$ cat config.mk
export PLATFORM = sky130hd
export DESIGN_NAME = fatb_blend
export DESIGN_NICKNAME = d
export VERILOG_FILES = /design/src/design/fatb_pkg.sv /design/src/design/fatb_blend.sv
export SDC_FILE = /design/constraint.sdc
export NUM_CORES = 2
export LEC_CHECK = 0
export BUFFER_PORTS_ARGS = -buffer_cell sky130_fd_sc_hd__buf_2
export CORE_MARGIN = 2
export CORE_UTILIZATION = 58
export CTS_BUF_LIST = sky130_fd_sc_hd__clkbuf_8
export DETAILED_ROUTE_END_ITERATION = 16
export PLACE_DENSITY = 0.77
export SETUP_SLACK_MARGIN = 0.2
export SYNTH_ARGS = -nofsm -noshare
export SYNTH_HDL_FRONTEND = slang
export SYNTH_SLANG_ARGS = --single-unit
export TNS_END_PERCENT = 30
$ cat constraint.sdc
create_clock -name clk -period 22.1 [get_ports clk]
set_clock_uncertainty 0.05 [all_clocks]
set_input_delay 2.21 -clock clk [delete_from_list [all_inputs] [get_ports clk]]
set_output_delay 2.21 -clock clk [all_outputs]
set_load 0.02 [all_outputs]
$ cat src/design/fatb_pkg.sv
// Shared types, register indexes and codes for the fragment alpha test and blend unit.
package fatb_pkg;

    // Configuration port widths.
    localparam int CFG_INDEX_W = 4;
    localparam int CFG_DATA_W  = 10;

    // Width of a row-major pixel index: row times width plus column.
    localparam int IDX_W = 19;

    // Register indexes on the configuration port.
    localparam logic [CFG_INDEX_W-1:0] REG_ALPHA_TEST_ENABLE = 4'd0;
    localparam logic [CFG_INDEX_W-1:0] REG_ALPHA_FUNC        = 4'd1;
    localparam logic [CFG_INDEX_W-1:0] REG_ALPHA_REF         = 4'd2;
    localparam logic [CFG_INDEX_W-1:0] REG_BLEND_ENABLE      = 4'd3;
    localparam logic [CFG_INDEX_W-1:0] REG_BLEND_SRC         = 4'd4;
    localparam logic [CFG_INDEX_W-1:0] REG_BLEND_DST         = 4'd5;
    localparam logic [CFG_INDEX_W-1:0] REG_WIDTH             = 4'd6;
    localparam logic [CFG_INDEX_W-1:0] REG_HEIGHT            = 4'd7;

    // Item actions.
    localparam logic ACTION_DRAW = 1'b0;
    localparam logic ACTION_READ = 1'b1;

    // Result status codes.
    localparam logic [1:0] STATUS_OK      = 2'd0;
    localparam logic [1:0] STATUS_OUTSIDE = 2'd1;
    localparam logic [1:0] STATUS_REJECT  = 2'd2;

    // Alpha compare modes.
    localparam logic [2:0] AFUNC_NEVER    = 3'd0;
    localparam logic [2:0] AFUNC_LESS     = 3'd1;
    localparam logic [2:0] AFUNC_EQUAL    = 3'd2;
    localparam logic [2:0] AFUNC_LEQUAL   = 3'd3;
    localparam logic [2:0] AFUNC_GREATER  = 3'd4;
    localparam logic [2:0] AFUNC_NOTEQUAL = 3'd5;
    localparam logic [2:0] AFUNC_GEQUAL   = 3'd6;
    localparam logic [2:0] AFUNC_ALWAYS   = 3'd7;

    // Blend factor codes.
    localparam logic [3:0] FACTOR_ZERO         = 4'd0;
    localparam logic [3:0] FACTOR_ONE          = 4'd1;
    localparam logic [3:0] FACTOR_SRC_COL      = 4'd2;
    localparam logic [3:0] FACTOR_INV_SRC_COL  = 4'd3;
    localparam logic [3:0] FACTOR_DST_COL      = 4'd4;
    localparam logic [3:0] FACTOR_INV_DST_COL  = 4'd5;
    localparam logic [3:0] FACTOR_SRC_ALPHA    = 4'd6;
    localparam logic [3:0] FACTOR_INV_SRC_ALPHA = 4'd7;
    localparam logic [3:0] FACTOR_DST_ALPHA    = 4'd8;
    localparam logic [3:0] FACTOR_INV_DST_ALPHA = 4'd9;
    localparam logic [3:0] FACTOR_SATURATE     = 4'd10;

    // Current configuration as seen by the datapath.
    typedef struct packed {
        logic       alpha_test_enable;
        logic [2:0] alpha_func;
        logic [7:0] alpha_ref;
        logic       blend_enable;
        logic [3:0] blend_src;
        logic [3:0] blend_dst;
        logic [9:0] width;
        logic [8:0] height;
    } cfg_t;

endpackage

$ cat src/design/fatb_blend.sv
// Blend datapath: factor selection and products in one stage, divide by 255 and saturate.
module fatb_blend
    import fatb_pkg::*;
(
    input  logic        clk,
    input  logic        load,
    input  cfg_t        cfg,
    input  logic [31:0] src_colour,
    input  logic [31:0] dst_colour,
    output logic [31:0] result
);

    // Blend factor for one channel; unknown codes act as one.
    function automatic logic [7:0] blend_factor(
        input logic [3:0] code,
        input logic [7:0] sa,
        input logic [7:0] da,
        input logic [7:0] sc,
        input logic [7:0] dc,
        input logic       is_alpha
    );
        logic [7:0] inv_da;
        logic [7:0] f;
        inv_da = 8'hFF - da;
        unique case (code)
            FACTOR_ZERO:          f = 8'd0;
            FACTOR_ONE:           f = 8'hFF;
            FACTOR_SRC_COL:       f = sc;
            FACTOR_INV_SRC_COL:   f = 8'hFF - sc;
            FACTOR_DST_COL:       f = dc;
            FACTOR_INV_DST_COL:   f = 8'hFF - dc;
            FACTOR_SRC_ALPHA:     f = sa;
            FACTOR_INV_SRC_ALPHA: f = 8'hFF - sa;
            FACTOR_DST_ALPHA:     f = da;
            FACTOR_INV_DST_ALPHA: f = inv_da;
            FACTOR_SATURATE:      f = is_alpha ? 8'hFF : ((sa < inv_da) ? sa : inv_da);
            default:              f = 8'hFF;
        endcase
        return f;
    endfunction

    // One lane per colour channel.
    for (genvar c = 0; c < 4; c++)
    begin : g_ch
        logic [7:0]  sc;
        logic [7:0]  dc;
        logic [7:0]  fs;
        logic [7:0]  fd;
        logic [15:0] prod_s;
        logic [15:0] prod_d;
        logic [16:0] sum_next;
        logic [16:0] sum_reg;
        logic [24:0] scaled;
        logic [8:0]  quot_est;
        logic [16:0] back;
        logic [16:0] rem;
        logic [8:0]  quot;
        logic [7:0]  blended;

        assign sc = src_colour[8*c +: 8];
        assign dc = dst_colour[8*c +: 8];
        assign fs = blend_factor(cfg.blend_src, src_colour[31:24], dst_colour[31:24],
                                 sc, dc, c == 3);
        assign fd = blend_factor(cfg.blend_dst, src_colour[31:24], dst_colour[31:24],
                                 sc, dc, c == 3);

        // Weighted sum with rounding offset.
        assign prod_s   = 16'(sc) * 16'(fs);
        assign prod_d   = 16'(dc) * 16'(fd);
        assign sum_next = {1'b0, prod_s} + {1'b0, prod_d} + 17'd127;

        always_ff @(posedge clk)
        begin
            if (load)
            begin
                sum_reg <= sum_next;
            end
        end

        // Divide by 255: the estimate v*257/65536 is exact or one short, so one
        // compare on the remainder corrects it.
        assign scaled   = {sum_reg, 8'b0} + {8'b0, sum_reg};
        assign quot_est = scaled[24:16];
        assign back     = {quot_est, 8'b0} - {8'b0, quot_est};
        assign rem      = sum_reg - back;
        assign quot     = (rem >= 17'd255) ? quot_est + 9'd1 : quot_est;
        assign blended  = (quot > 9'd255) ? 8'hFF : quot[7:0];

        // With blending off the fragment colour passes unchanged.
        assign result[8*c +: 8] = cfg.blend_enable ? blended : sc;
    end

endmodule

## Word-level counts from Yosys, hierarchy flattened

Cells that the tools add are included.

| storage, ports and cells | value |
|---|---|
| flip-flop bits (word level) | 68 |
| bits of input ports | 106 |

| cells by class | value |
|---|---|
| reductions and logical operators | 10 |
| multiply operators | 8 |
| add/subtract/negate cells | 32 |
| equal/unequal tests | 18 |
| order comparisons | 9 |
| multiplexer cells | 21 |

Operators with widths:

| kind | count |
|---|---|
| case mux 8 bit (10 select lines) | 6 |
| multiplier 8 x 8 -> 16 bit | 8 |
| adder 25 x 17 -> 25 bit | 4 |
| case mux 8 bit (5 select lines) | 2 |
| 2-to-1 mux 8 bit | 9 |
| adder 16 x 16 -> 17 bit | 4 |
| adder 17 x 7 -> 17 bit (second input constant) | 4 |
| greater-or-equal comparator 17 x 8 -> 1 bit (second input constant) | 4 |
| subtractor 17 bit | 4 |
| subtractor 17 x 9 -> 17 bit | 4 |
| subtractor 8 bit (first input constant) | 8 |
| adder 9 x 1 -> 9 bit (second input constant) | 4 |
| > comparator 9 x 8 -> 1 bit (second input constant) | 4 |
| 2-to-1 mux 9 bit | 4 |
| == test 4 x 3 -> 1 bit (second input constant) | 8 |
| == test 4 bit (second input constant) | 6 |
| == test 4 x 2 -> 1 bit (second input constant) | 4 |
| OR reduction 2 bit | 8 |
| zero test 4 bit | 2 |
| less-than comparator 8 bit | 1 |

## Depth between registers and ports, before layout

| depth | value |
|---|---|
| depth after elaboration | 8 |
| mapped depth | 35 |
| mapped depth without buffers | 34 |

## Least setup slack after synthesis

Ideal clock, no wire load.

| timing path | value |
|---|---|
| path type | input port to flip-flop |
| start point | input src_colour[25] |
| end point | register g_ch[0].sum_reg[15], data pin |
| setup time | 258 ps |
| cell stages on the path | 33 |
| arrival | 9420 ps |
| slack | 12372 ps |
| cells stage by stage | ha_1 -> o21a_1 -> o21a_1 -> o21a_1 -> o21a_1 -> o21a_1 -> o21ai_1 -> nand2b_1 -> a21oi_4 -> buf_6 -> mux2i_1 -> a211o_1 -> nand2_1 -> fa_1 -> inv_1 -> fa_1 -> fa_1 -> fa_1 -> fa_1 -> inv_1 -> fa_1 -> inv_1 -> ha_1 -> inv_1 -> o21bai_1 -> a21oi_1 -> o21bai_1 -> a21oi_1 -> o21ai_0 -> or4_1 -> a31o_2 -> a21oi_1 -> xnor2_1 |

| on the way | value |
|---|---|
| word-level cells in the longest chain between the ends | 6 |
| elaborated cells between the ends (all ways) | 9 |
| classes of those cells | add/sub (3); mul (2); order compare (1); mux (3) |

Ends and longest elaborated chain:

| item | line | source |
|---|---|---|
| start: declaration | fatb_blend.sv:8 | `input logic [31:0] src_colour,` |
| less-than comparator 8 bit | -- |  |
| 2-to-1 mux 8 bit | fatb_blend.sv:36 | `FACTOR_SATURATE: f = is_alpha ? 8'hFF : ((sa < inv_da) ? sa : inv_da);` |
| case mux 8 bit (10 select lines) | fatb_blend.sv:25 | `unique case (code)` |
| multiplier 8 x 8 -> 16 bit, on equally long branches | fatb_blend.sv:68, fatb_blend.sv:69 |  |
| adder 16 x 16 -> 17 bit * | fatb_blend.sv:70 | `assign sum_next = {1'b0, prod_s} + {1'b0, prod_d} + 17'd127;` |
| adder 17 x 7 -> 17 bit * | fatb_blend.sv:70 |  |
| net g_ch[0].sum_next[15] | fatb_blend.sv:51 | `logic [16:0] sum_next;` |
| end signal: assignment | fatb_blend.sv:76 | `sum_reg <= sum_next;` |
| end: declaration | fatb_blend.sv:52 | `logic [16:0] sum_reg;` |

Mark *: on every way through the listed nets, which the timed path passes. The rest lies on a longest branch.
A chain may end at the register's enable or synchronous reset.

## Final worst setup path

| timing path | value |
|---|---|
| start point | input dst_colour[25] |
| end point | register g_ch[0].sum_reg[16], data pin |

| on the way | value |
|---|---|
| word-level cells in the longest chain between the ends | 7 |
| elaborated cells between the ends (all ways) | 9 |
| classes of those cells | add/sub (3); mul (2); order compare (1); mux (3) |

Ends and longest elaborated chain:

| item | line | source |
|---|---|---|
| start: declaration | fatb_blend.sv:9 | `input logic [31:0] dst_colour,` |
| subtractor 8 bit | fatb_blend.sv:24 | `inv_da = 8'hFF - da;` |
| less-than comparator 8 bit | -- |  |
| 2-to-1 mux 8 bit | fatb_blend.sv:36 |  |
| case mux 8 bit (10 select lines) | fatb_blend.sv:25 |  |
| multiplier 8 x 8 -> 16 bit, on equally long branches | fatb_blend.sv:68, fatb_blend.sv:69 |  |
| adder 16 x 16 -> 17 bit * | fatb_blend.sv:70 |  |
| adder 17 x 7 -> 17 bit * | fatb_blend.sv:70 |  |
| net g_ch[0].sum_next[16] | fatb_blend.sv:51 |  |

Marks and branches as above.

==> results.json <==
{
  "crit_path_max_incr_delay_ns": 0.83,
  "dieArea_um2": 53090,
  "largest_reg_flops": 68,
  "syn-cell-area_um2": 29730,
  "vias_per_cell": 5.775,
  "syn_avg_cell_area_um2": 8.519,
  "fin_tns_setup_ns": 0,
  "outcome": "completed",
  "cts_max_level": 3,
  "ys_seq_elements": 68,
  "drive_gt1_frac": 0.05730,
  "layout_commonest_cell": "inv_1",
  "grtUsageMet1": 0.3738,
  "min_path_cells": 3,
  "clockBufferDepth": 2,
  "die_h_um": 230.4,
  "synth_warnings": 0,
  "relSlewSlack": 0.2055,
  "synthCells": 3490,
  "gp_congestion": 0.9491,
  "antenna_found_initial": 10,
  "area_growth_pct": 3.543,
  "drt_wl_total_um": 72080,
  "grtUsageMet2": 0.4700,
  "grt_max_degree": 83,
  "startpoint_type": "input port",
  "postRouteAntennaNets": 0,
  "fin_nets": 4393,
  "async_reset_ff_frac": 0,
  "cp.arrival_ns": 11.17,
  "crit_path_frequent_cell": "fa_1",
  "grt_pass1_vias": 24775,
  "postSynthNetCount": 4415,
  "drv_slew": 0,
  "io_pins": 138,
  "worstSetupEndpointType": "flip-flop",
  "postCtsHoldBufs": 0,
  "cts_tree": "built",
  "layout_common_cells": "inv_1 (700), fa_1 (420), ha_1 (399), nand2_1 (275), and2_1 (247)",
  "initialDrtViolationCount": 1704,
  "timing.hold.ws_ns": 2.253,
  "numCtsBuffers": 9,
  "synth_edf_count": 68,
  "postCtsSetupBuffers": 0,
  "crit_path_top_delay_cell": "mux2i_1",
  "crit_type": "in -> reg",
  "grt_util_met3": 0.04916,
  "globalRouteOverflowTotal": 0,
  "wl_per_cell_um": 17.36,
  "clkSinkCount": 68,
  "dp_hpwl_um": 57030,
  "cts-resized-gates": 0,
  "min_to": "g_ch[0].sum_reg[0]",
  "synthFlopType": "edfxtp_1",
  "vias": 23978,
  "drc_errors": 0,
  "cts.clk_slew.worst_paths_ns": 0.07,
  "port-buffer-count": 106,
  "rsz0062_at_grt": "false",
  "drv_cap": 0,
  "grt_busiest_layer": "met2",
  "setup_viol": 0,
  "yosysSeqAreaShare": 0.06868,
  "start_util": 0.5902,
  "finalHoldViolCount": 0,
  "required_ns": 22.23,
  "grt_util_all_layers": 0.2822,
  "core_area_um2": 50380,
  "hold_path_class": "in -> reg",
  "grt_pass1_wl_um": 121500,
  "firstDrtPassIters": 5,
  "num_rows": 82,
  "fp.dieW_um": 230.4,
  "ys_types": 90,
  "timing.fmax_mhz": 90.58,
  "hold_start": "dst_colour[0]",
  "fin_crit_ns": 11.04,
  "worst-path-max-fanout": 18,
  "finalCritPeriodShare": 0.4995,
  "worst_pin_slew_ns": 1.190,
  "root_buffer": "clkbuf_8"
}
worst max-delay path by stage:
stage,startpoint,end,cells after the start
CTS,dst_colour[25],g_ch[0].sum_reg[16],33
finish,dst_colour[25],g_ch[0].sum_reg[16],33
global placement,dst_colour[25],g_ch[0].sum_reg[16],33
detailed placement,dst_colour[25],g_ch[0].sum_reg[16],33
floorplan,src_colour[25],g_ch[0].sum_reg[15],33
global route,dst_colour[25],g_ch[0].sum_reg[16],33
critical path, delay by kind of cell:
kind | cells | cell delay (ns)
compound gates | 17 | 3.77
xor+xnor | 1 | 0.08
fa+ha+maj | 8 | 3.60
buf+inv | 4 | 0.46
mux | 1 | 0.83
simple gates | 2 | 0.23
final cells by class:
type | instances | area, um2
repair buffers | 116 | 610.6
clock buffers | 9 | 123.9
multi-input cells | 2576 | 24500
diodes | 7 | 17.52
flip-flops and latches | 68 | 2042
clock inverters | 7 | 28.78
inverters | 697 | 2616
fillers | 4342 | 19590
well taps | 672 | 840.8
per-stage QoR:
step                  util  setup slack (ns)  area, um2  cells
global placement    0.6077             10.90      30610   4129
floorplan                -             12.37      29730   3490
global route        0.6110             10.58      30780   4150
detailed placement  0.6077             10.73      30610   4129
CTS                 0.6108             11.18      30770   4145
finish              0.6111             11.06      30780   4152
routing by layer:
layer / part of all wire / routed length [um]
met5: 0.00067 / 48
met4: 0.027 / 1961
met3: 0.074 / 5350
met2: 0.48 / 34300
met1: 0.42 / 30430
cell usage after synthesis, types with 5 or more instances:
master / count / area [um2]
and3_1: 27 / 168.9
fa_1: 420 / 8408
a31oi_1: 17 / 106.4
a211o_1: 38 / 332.8
o21bai_1: 26 / 195.2
nand3_1: 19 / 95.09
a22oi_1: 51 / 382.9
inv_1: 696 / 2613
mux2_2: 5 / 56.30
nand4_1: 19 / 118.9
o211ai_1: 5 / 37.54
nand2b_1: 39 / 244.0
nor2_1: 166 / 623.1
buf_1: 8 / 30.03
and2_1: 247 / 1545
o31ai_1: 6 / 45.04
nor2b_1: 78 / 488.0
and4_1: 5 / 43.79
o21ai_0: 73 / 365.4
nor3b_1: 8 / 60.06
xor2_1: 83 / 727.0
clkbuf_1: 133 / 499.2
mux2i_1: 16 / 160.2
o41ai_1: 5 / 43.79
nor3_2: 8 / 80.08
nor4_1: 9 / 56.30
a31o_2: 7 / 61.31
o21a_1: 19 / 142.6
or3_1: 7 / 43.79
a21o_1: 28 / 210.2
buf_2: 5 / 25.02
a21oi_1: 116 / 580.6
nor3_1: 53 / 265.3
xnor2_1: 141 / 1235
o221ai_1: 9 / 78.83
ha_1: 399 / 4992
o221a_2: 21 / 236.5
nand2_1: 275 / 1032
edfxtp_1: 68 / 2042
a211oi_1: 9 / 67.56
a221oi_1: 31 / 271.5
a21boi_0: 9 / 67.56
o21ai_1: 7 / 35.03
cell families after synthesis:
logic type,share of synthesized area
simple gates,0.1728
mux,0.007743
xor+xnor,0.06729
buf+inv,0.1078
flops,0.06868
compound gates,0.1249
fa+ha+maj,0.4507
Power is not shown: default switching activity piles up to over one toggle a cycle in this logic, so the estimate is an artifact.
