==> src/design/fatb_pkg.sv <==
// Shared types, register indexes and codes for the fragment alpha test and blend unit.
package fatb_pkg;

    // Configuration port widths.
    localparam int CFG_INDEX_W = 4;
    localparam int CFG_DATA_W  = 10;

    // Width of a row-major pixel index: row times width plus column.
    localparam int IDX_W = 19;

    // Register indexes on the configuration port.
    localparam logic [CFG_INDEX_W-1:0] REG_ALPHA_TEST_ENABLE = 4'd0;
    localparam logic [CFG_INDEX_W-1:0] REG_ALPHA_FUNC        = 4'd1;
    localparam logic [CFG_INDEX_W-1:0] REG_ALPHA_REF         = 4'd2;
    localparam logic [CFG_INDEX_W-1:0] REG_BLEND_ENABLE      = 4'd3;
    localparam logic [CFG_INDEX_W-1:0] REG_BLEND_SRC         = 4'd4;
    localparam logic [CFG_INDEX_W-1:0] REG_BLEND_DST         = 4'd5;
    localparam logic [CFG_INDEX_W-1:0] REG_WIDTH             = 4'd6;
    localparam logic [CFG_INDEX_W-1:0] REG_HEIGHT            = 4'd7;

    // Item actions.
    localparam logic ACTION_DRAW = 1'b0;
    localparam logic ACTION_READ = 1'b1;

    // Result status codes.
    localparam logic [1:0] STATUS_OK      = 2'd0;
    localparam logic [1:0] STATUS_OUTSIDE = 2'd1;
    localparam logic [1:0] STATUS_REJECT  = 2'd2;

    // Alpha compare modes.
    localparam logic [2:0] AFUNC_NEVER    = 3'd0;
    localparam logic [2:0] AFUNC_LESS     = 3'd1;
    localparam logic [2:0] AFUNC_EQUAL    = 3'd2;
    localparam logic [2:0] AFUNC_LEQUAL   = 3'd3;
    localparam logic [2:0] AFUNC_GREATER  = 3'd4;
    localparam logic [2:0] AFUNC_NOTEQUAL = 3'd5;
    localparam logic [2:0] AFUNC_GEQUAL   = 3'd6;
    localparam logic [2:0] AFUNC_ALWAYS   = 3'd7;

    // Blend factor codes.
    localparam logic [3:0] FACTOR_ZERO         = 4'd0;
    localparam logic [3:0] FACTOR_ONE          = 4'd1;
    localparam logic [3:0] FACTOR_SRC_COL      = 4'd2;
    localparam logic [3:0] FACTOR_INV_SRC_COL  = 4'd3;
    localparam logic [3:0] FACTOR_DST_COL      = 4'd4;
    localparam logic [3:0] FACTOR_INV_DST_COL  = 4'd5;
    localparam logic [3:0] FACTOR_SRC_ALPHA    = 4'd6;
    localparam logic [3:0] FACTOR_INV_SRC_ALPHA = 4'd7;
    localparam logic [3:0] FACTOR_DST_ALPHA    = 4'd8;
    localparam logic [3:0] FACTOR_INV_DST_ALPHA = 4'd9;
    localparam logic [3:0] FACTOR_SATURATE     = 4'd10;

    // Current configuration as seen by the datapath.
    typedef struct packed {
        logic       alpha_test_enable;
        logic [2:0] alpha_func;
        logic [7:0] alpha_ref;
        logic       blend_enable;
        logic [3:0] blend_src;
        logic [3:0] blend_dst;
        logic [9:0] width;
        logic [8:0] height;
    } cfg_t;

endpackage

==> src/design/fatb_cfg.sv <==
// Configuration register file written through the configuration port.
module fatb_cfg
    import fatb_pkg::*;
(
    input  logic                   clk,
    input  logic                   rst_n,
    input  logic                   cfg_valid,
    output logic                   cfg_ready,
    input  logic [CFG_INDEX_W-1:0] cfg_index,
    input  logic [CFG_DATA_W-1:0]  cfg_data,
    output cfg_t                   cfg
);

    cfg_t cfg_reg;
    cfg_t cfg_next;

    // Registers can be written in any cycle.
    assign cfg_ready = 1'b1;

    // Select the register addressed by the word; unknown indexes are ignored.
    always_comb
    begin
        cfg_next = cfg_reg;
        if (cfg_valid)
        begin
            unique case (cfg_index)
                REG_ALPHA_TEST_ENABLE: cfg_next.alpha_test_enable = cfg_data[0];
                REG_ALPHA_FUNC:        cfg_next.alpha_func        = cfg_data[2:0];
                REG_ALPHA_REF:         cfg_next.alpha_ref         = cfg_data[7:0];
                REG_BLEND_ENABLE:      cfg_next.blend_enable      = cfg_data[0];
                REG_BLEND_SRC:         cfg_next.blend_src         = cfg_data[3:0];
                REG_BLEND_DST:         cfg_next.blend_dst         = cfg_data[3:0];
                REG_WIDTH:             cfg_next.width             = cfg_data[9:0];
                REG_HEIGHT:            cfg_next.height            = cfg_data[8:0];
                default:               cfg_next = cfg_reg;
            endcase
        end
    end

    always_ff @(posedge clk or negedge rst_n)
    begin
        if (!rst_n)
        begin
            cfg_reg.alpha_test_enable <= 1'b0;
            cfg_reg.alpha_func        <= AFUNC_ALWAYS;
            cfg_reg.alpha_ref         <= 8'd0;
            cfg_reg.blend_enable      <= 1'b0;
            cfg_reg.blend_src         <= FACTOR_ONE;
            cfg_reg.blend_dst         <= FACTOR_ZERO;
            cfg_reg.width             <= 10'd320;
            cfg_reg.height            <= 9'd240;
        end
        else
        begin
            cfg_reg <= cfg_next;
        end
    end

    assign cfg = cfg_reg;

endmodule

==> config.mk <==
export PLATFORM = sky130hd
export DESIGN_NAME = fatb_cfg
export DESIGN_NICKNAME = d
export VERILOG_FILES = /design/src/design/fatb_pkg.sv /design/src/design/fatb_cfg.sv
export SDC_FILE = /design/constraint.sdc
export NUM_CORES = 1
export LEC_CHECK = 0
export ABC_AREA = 1
export BUFFER_PORTS_ARGS = -buffer_cell sky130_fd_sc_hd__buf_4
export CORE_ASPECT_RATIO = 0.6
export CORE_UTILIZATION = 50
export CTS_CLUSTER_SIZE = 25
export DETAILED_ROUTE_END_ITERATION = 8
export HOLD_SLACK_MARGIN = 0.15
export PLACE_DENSITY_LB_ADDON = 0.12
export SLEW_MARGIN = 20
export SYNTH_ARGS = -nofsm -noshare
export SYNTH_HDL_FRONTEND = slang
export SYNTH_SLANG_ARGS = --single-unit
export TNS_END_PERCENT = 100
==> constraint.sdc <==
create_clock -name clk -period 0.95 [get_ports clk]
set_input_delay 0.285 -clock clk [delete_from_list [all_inputs] [get_ports clk]]
set_output_delay 0.285 -clock clk [all_outputs]
set_load 0.03 [all_outputs]
**Word level (Yosys, flattened, before mapping)**

Cells that the tools add are included.

- Equality and inequality tests: 7
- Reduce and logical (&&, ||, !) cells: 9

Operator list:

| cell | count |
|---|---|
| 4-bit by 3-bit == test with 1-bit output, second input constant | 4 |
| 2-bit AND reduction | 8 |
| 4-bit by 2-bit == test with 1-bit output, second input constant | 2 |
| 4-bit by 1-bit == test with 1-bit output, second input constant | 1 |
| 4-bit zero test | 1 |

- Register bits after elaboration: 40
- Input bits: 17
- Output and inout bits: 41
- Logic and storage cells: 24

**Logic depth before layout (Yosys ltp)**

Gate-level depths: netlist of the first run.

- Word-level depth: 2
- Gate-level depth with buffers: 5
- Gate-level depth less buffers: 5

**Worst setup path after synthesis of the first run**

Ideal clock, no wire load.

- Path kind: input to register
- Start point: input port cfg_index[3]
- End point: register cfg_reg, in the netlist cfg[31]
- Setup time: 0.067 ns
- Data arrival time: 0.911 ns
- Data required time: 0.883 ns
- Setup slack: -0.028 ns
- Cell stages on the path: 4
- Path buffers: 1
- Cell sequence: nor2_2 > buf_4 > nand4_1 > nand2_1

- Longest elaborated chain between the ends: 2

RTL lines:

| what | line | RTL |
|---|---|---|
| start: declaration | fatb_cfg.sv:9 | `input logic [CFG_INDEX_W-1:0] cfg_index,` |
| 4-bit by 2-bit == test with 1-bit output | fatb_cfg.sv:26 | `unique case (cfg_index)` |
| 2-bit AND reduction (no line) | -- |  |
| end signal: assignment | fatb_cfg.sv:55 | `cfg_reg <= cfg_next;` |
| end: declaration | fatb_cfg.sv:14 | `cfg_t cfg_reg;` |

No other way between the ends.
A chain may end at the register's enable or synchronous reset.

**Worst setup path in the final report of the first run**

- Start point: register cfg_reg, in the netlist cfg[4]
- End point: output port cfg[4] (netlist bit)

RTL lines:

| what | line | RTL |
|---|---|---|
| end: declaration | fatb_cfg.sv:11 | `output cfg_t cfg` |

No word-level cell between the ends.

==> results of run 1 <==
## kinds of logic after synthesis
group | synth area share [%]
flip-flops | 56.9
AO/OA/AOI/OAI | 5.90
other | 0.211
AND/OR/NAND/NOR | 30.5
buffers and inverters | 6.46
## metrics by stage
stage | instances | power, mW
final | 346 | 6.37
after global routing | 346 | 6.67
after CTS | 338 | 6.22
after detailed placement | 319 | 4.44
after global placement | 319 | 4.40
after floorplan | 207 | 3.56
## power groups by stage
stage / Clock [mW] / Sequential, mW / Combinational, mW
floorplan: 0 / 3.11 / 0.450
global placement: 0 / 2.37 / 2.03
detailed placement: 0 / 2.37 / 2.07
CTS: 1.37 / 2.42 / 2.43
global route: 1.47 / 2.46 / 2.73
finish: 1.38 / 2.43 / 2.55
## what timing repair did
action                                 in CTS  in global routing
setup endpoints to repair                  40                 40
endpoints found under the hold margin      30                  0
setup buffers                              10                  8
gates resized for setup                    40                  0
hold buffers                                1                  0
pin swaps                                   0                  1
## synthesized netlist by cell type
cell,number
buf_2,5
buf_4,2
conb_1,1
dfrtp_1,30
dfstp_2,10
inv_1,20
nand2_1,96
nand3_1,4
nand3_2,2
nand3_4,1
nand4_1,13
nor2_1,5
nor2_2,4
o21bai_1,14
## final cells by class
type / count / area (µm²)
well taps: 45 / 56.3
inverters: 20 / 75.1
repair buffers: 93 / 888
clock inverters: 2 / 35.0
flip-flops and latches: 40 / 1010
multi-input cells: 140 / 662
clock buffers: 6 / 72.6
fillers: 191 / 520
## path summary, 6_finish.rpt
| kind | from | end | cells past startpoint |
|---|---|---|---|
| max | cfg[4]$_DFFE_PN1P_ | cfg[4] | 1 |
| max in group asynchronous | rst_n | cfg[5]$_DFFE_PN1P_ | 3 |
| min in group asynchronous | rst_n | cfg[39]$_DFFE_PN0P_ | 3 |
| min reg2reg | cfg[37]$_DFFE_PN1P_ | cfg[37]$_DFFE_PN1P_ | 2 |
| min | cfg_data[9] | cfg[18]$_DFFE_PN0P_ | 3 |
| max reg2reg | cfg[9]$_DFFE_PN0P_ | cfg[9]$_DFFE_PN0P_ | 5 |
## routing by layer
layer / vias to the layer above / wire length [µm] / track usage [%]
met2: 56 / 2470 / 45.9
met1: 825 / 2140 / 35.6
met5: - / 0 / 0
met4: 0 / 40 / 7.64
met3: 6 / 318 / 7.29
li1: 835 / - / -
==> flow_metrics.py, run 1 <==
metrics = {
    "floorplanning": {
        "die_y_um": 48.2,
        "dieArea_um2": 3810,
        "core_region_area_um2": 3320,
        "placementRows": 16,
        "initial_utilization_pct": 53.6,
        "pin_count": 58,
        "die_x_um": 79.0,
    },
    "pwr": {
        "leakagePower_nw": 1.49,
        "powerDensity_nw_per_um2": 2270,
        "clockPowerShare_pct": 21.7,
        "pwr-share-comb_pct": 40.1,
        "netSwitchingFraction_pct": 35.4,
        "power_frac_seq_pct": 38.2,
        "p_int_mw": 4.12,
        "p_sw_mw": 2.25,
        "vdd_drop_max_v": 0.00155,
    },
    "final_layout": {
        "largest_reg_flops": 40,
        "mostFrequentLayoutCells": "nand2_1 (96), buf_4 (49), buf_6 (40)",
        "utilization_pct": 84.3,
        "diodes": 0,
        "drive_gt1_share_pct": 38.5,
        "finalInstanceArea_um2": 2800,
        "final_common_cell": "nand2_1",
        "final_nets": 317,
        "syn_to_final_growth_pct": 57.4,
    },
    "worst_setup_path": {
        "crit_fanout": 2,
        "crit_type": "reg -> out",
        "critPathBufInv": 1,
        "ff2ff_setup_slack_ns": -0.01,
        "cp-start-kind": "flop",
        "cp-end-kind": "primary output",
        "critPathTopFamily": "flip-flops",
        "critPathMaxStageDelay_ns": 0.56,
        "worstPathRequired_ns": 0.66,
        "crit_chain": "buf_6",
        "arrival_ns": 0.98,
        "crit_slowest_cell": "dfstp_2",
    },
    "timing": {
        "fin_crit_sh_pct": 133,
        "hold_viol": 0,
        "finalSetupTns_ns": -8.12,
        "finalCriticalPeriod_ns": 1.26,
        "setup_violations": 41,
        "rsz0062_at_grt": "true",
        "clock_skew_ns": 0,
        "whs_ns": 0.197,
        "final_max_slew_viol_count": 0,
        "fmax_mhz": 791,
        "layout_setup_ws_ns": -0.314,
    },
    "clock_tree": {
        "numCtsBuffers": 5,
        "cts-root-buf": "clkbuf_8",
        "worstSkewPairLatency_ns": 0.29,
        "cts_tree": "built",
        "clock_path_buffers": 2,
        "path_clk_slew_ns": 0.08,
        "htreeDepth": 2,
        "clock_sinks": 40,
    },
    "drt": {
        "antenna_left": 0,
        "vias_per_cell": 4.98,
        "firstDrtPassIters": 4,
        "drc_errors": 0,
        "vias": 1722,
        "wl_per_cell_um": 14.3,
        "wirelength_um": 4960,
        "drt_iter0_markers": 131,
    },
    "logic_synthesis": {
        "netlist_area_um2": 1780,
        "postSynthNetCount": 224,
        "syn_inst": 207,
        "synth_seq_cells": 40,
        "ys_types": 14,
        "synth_largest_area_cell": "dfrtp_1",
        "synth_top_cell_area_share_pct": 42.2,
        "synth_warnings": 0,
        "synth.area.top_cells": "dfrtp_1 (42%), nand2_1 (20%), dfstp_2 (15%)",
        "yosysSeqAreaShare_pct": 56.9,
        "synth_area_per_cell_um2": 8.60,
    },
    "status": {
        "status": "finished with violations",
        "violations": "setup timing",
    },
    "placed_design": {
        "place_hpwl_um": 3090,
        "pre_cts_slack_ns": -0.197,
        "port_buffers": 56,
        "postPlaceCellArea_um2": 2400,
        "gp_congestion": 0.823,
    },
    "global_route": {
        "grt_overflow": 0,
        "antenna_found_initial": 0,
        "grt_max_degree": 41,
        "grt_pass1_wl_um": 7470,
        "grt_pass1_vias": 1568,
        "grt.total_usage_pct": 27.0,
    },
    "run": {
        "cap_violations": 0,
    },
    "min_path": {
        "hold_class": "in -> reg",
    },
}
Power figures use the tool's default switching activity.
==> run 2, diff against run 1 <==
Settings changed: CTS_BUF_LIST set to sky130_fd_sc_hd__clkbuf_8 sky130_fd_sc_hd__clkbuf_16.
==> flow_metrics.py, run 2 (synthesized netlist as in run 1, its figures left out) <==
metrics = {
    "drt": {
        "wl_per_cell_um": 14.4,
        "vias": 1722,
        "firstDrtPassIters": 4,
        "drt_iter0_markers": 132,
        "wirelength_um": 4980,
        "vias_per_cell": 4.98,
        "antenna_left": 0,
        "drc_errors": 0,
    },
    "worst_setup_path": {
        "cp-start-kind": "flop",
        "arrival_ns": 0.98,
        "worstReg2RegStart": "cfg[9]$_DFFE_PN0P_",
        "worstRegToRegCells": 5,
        "crit_type": "reg -> out",
        "crit_slowest_cell": "dfstp_2",
        "cp.depth": 1,
        "crit_end": "cfg[4]",
        "cp-end-kind": "primary output",
        "critPathBufInv": 1,
        "critPathTopFamily": "flip-flops",
        "crit_chain": "buf_6",
        "ff2ff_setup_slack_ns": -0.01,
        "crit_fanout": 2,
        "worstPathRequired_ns": 0.66,
        "rr_endpoint": "cfg[9]$_DFFE_PN0P_",
        "critPathMaxStageDelay_ns": 0.56,
        "crit_start": "cfg[4]$_DFFE_PN1P_",
    },
    "floorplanning": {
        "placementRows": 16,
        "dieArea_um2": 3810,
        "pin_count": 58,
        "die_y_um": 48.2,
        "core_region_area_um2": 3320,
        "die_x_um": 79.0,
        "initial_utilization_pct": 53.6,
    },
    "timing": {
        "finalCriticalPeriod_ns": 1.27,
        "rsz0062_at_grt": "true",
        "fin_crit_sh_pct": 133,
        "clock_skew_ns": 0,
        "setup_violations": 41,
        "fmax_mhz": 789,
        "hold_viol": 0,
        "finalSetupTns_ns": -8.21,
        "whs_ns": 0.195,
        "final_max_slew_viol_count": 0,
        "layout_setup_ws_ns": -0.318,
    },
    "final_layout": {
        "final_nets": 317,
        "final_common_cell": "nand2_1",
        "multi_input_area_um2": 662,
        "drive_gt1_share_pct": 38.5,
        "largest_reg_flops": 40,
        "fin_cells": 346,
        "diodes": 0,
        "syn_to_final_growth_pct": 57.4,
        "utilization_pct": 84.3,
        "fillCellCount": 191,
        "regArea_um2": 1010,
        "mostFrequentLayoutCells": "nand2_1 (96), buf_4 (49), buf_6 (40)",
    },
    "clock_tree": {
        "numCtsBuffers": 5,
        "clock_sinks": 40,
        "worstSkewPairLatency_ns": 0.29,
        "cts-root-buf": "clkbuf_8",
        "clock_path_buffers": 2,
        "path_clk_slew_ns": 0.08,
        "cts_tree": "built",
        "htreeDepth": 2,
    },
    "placed_design": {
        "pre_cts_slack_ns": -0.197,
        "dp_cells": 319,
        "gp_congestion": 0.823,
        "port_buffers": 56,
        "place_hpwl_um": 3090,
    },
    "global_route": {
        "grt_overflow": 0,
        "grt_pass1_vias": 1568,
        "antenna_found_initial": 0,
        "grt_max_degree": 41,
        "grt_pass1_wl_um": 7470,
        "grt.total_usage_pct": 27.0,
    },
    "pwr": {
        "vdd_drop_max_v": 0.00156,
        "powerDensity_nw_per_um2": 2270,
        "leakagePower_nw": 1.49,
    },
    "status": {
        "violations": "setup timing",
        "status": "finished with violations",
    },
    "run": {
        "cap_violations": 0,
    },
    "min_path": {
        "hold_class": "in -> reg",
    },
}
## run 2: metrics by stage
stage / instance area [µm²] / total power [mW]
2_1_floorplan: 1790 / 3.56
3_3_place_gp: 2400 / 4.40
3_5_place_dp: 2400 / 4.44
4_1_cts: 2740 / 6.22
5_1_grt: 2800 / 6.66
6_report: 2800 / 6.36
## run 2: layout make-up
class | instances | share of cell area [%]
inverter | 20 | 2.68
tap | 45 | 2.01
clock buffer | 5 | 2.46
clock inverter | 3 | 1.38
timing repair buffer | 93 | 31.7
sequential | 40 | 36.2
multi-input combinational | 140 | 23.6
## run 2: timing repair
action,in CTS,in global routing
pin swaps,0,1
hold buffers,1,0
buffers inserted,10,8
gates resized for setup,40,0
hold endpoints to repair,30,0
endpoints found under the setup margin,40,40
## run 2: power by group
group          leakage (nW)  internal, mW  switching (mW)  total, mW
Sequential            0.476          2.14           0.297       2.44
Clock                0.0593         0.769           0.603       1.37
Combinational         0.956          1.20            1.36       2.55
## run 2: worst min path at each step
stage,startpoint,end,depth (start not counted)
2_1_floorplan,rst_n,cfg[0]$_DFFE_PN0P_,0
3_3_place_gp,rst_n,cfg[39]$_DFFE_PN0P_,2
3_5_place_dp,rst_n,cfg[39]$_DFFE_PN0P_,2
4_1_cts,cfg_data[9],cfg[18]$_DFFE_PN0P_,3
5_1_grt,cfg_data[9],cfg[18]$_DFFE_PN0P_,3
6_report,cfg_data[9],cfg[18]$_DFFE_PN0P_,3
## run 2: routing by layer
| layer | track usage, % | part of all wire (%) | wire length, µm | vias to the layer above |
|---|---|---|---|---|
| li1 | - | - | - | 833 |
| met1 | 35.6 | 44 | 2170 | 829 |
| met2 | 45.9 | 50 | 2490 | 54 |
| met3 | 7.29 | 5.8 | 288 | 6 |
| met4 | 7.64 | 0.62 | 31 | 0 |
| met5 | 0 | 0 | 0 | - |
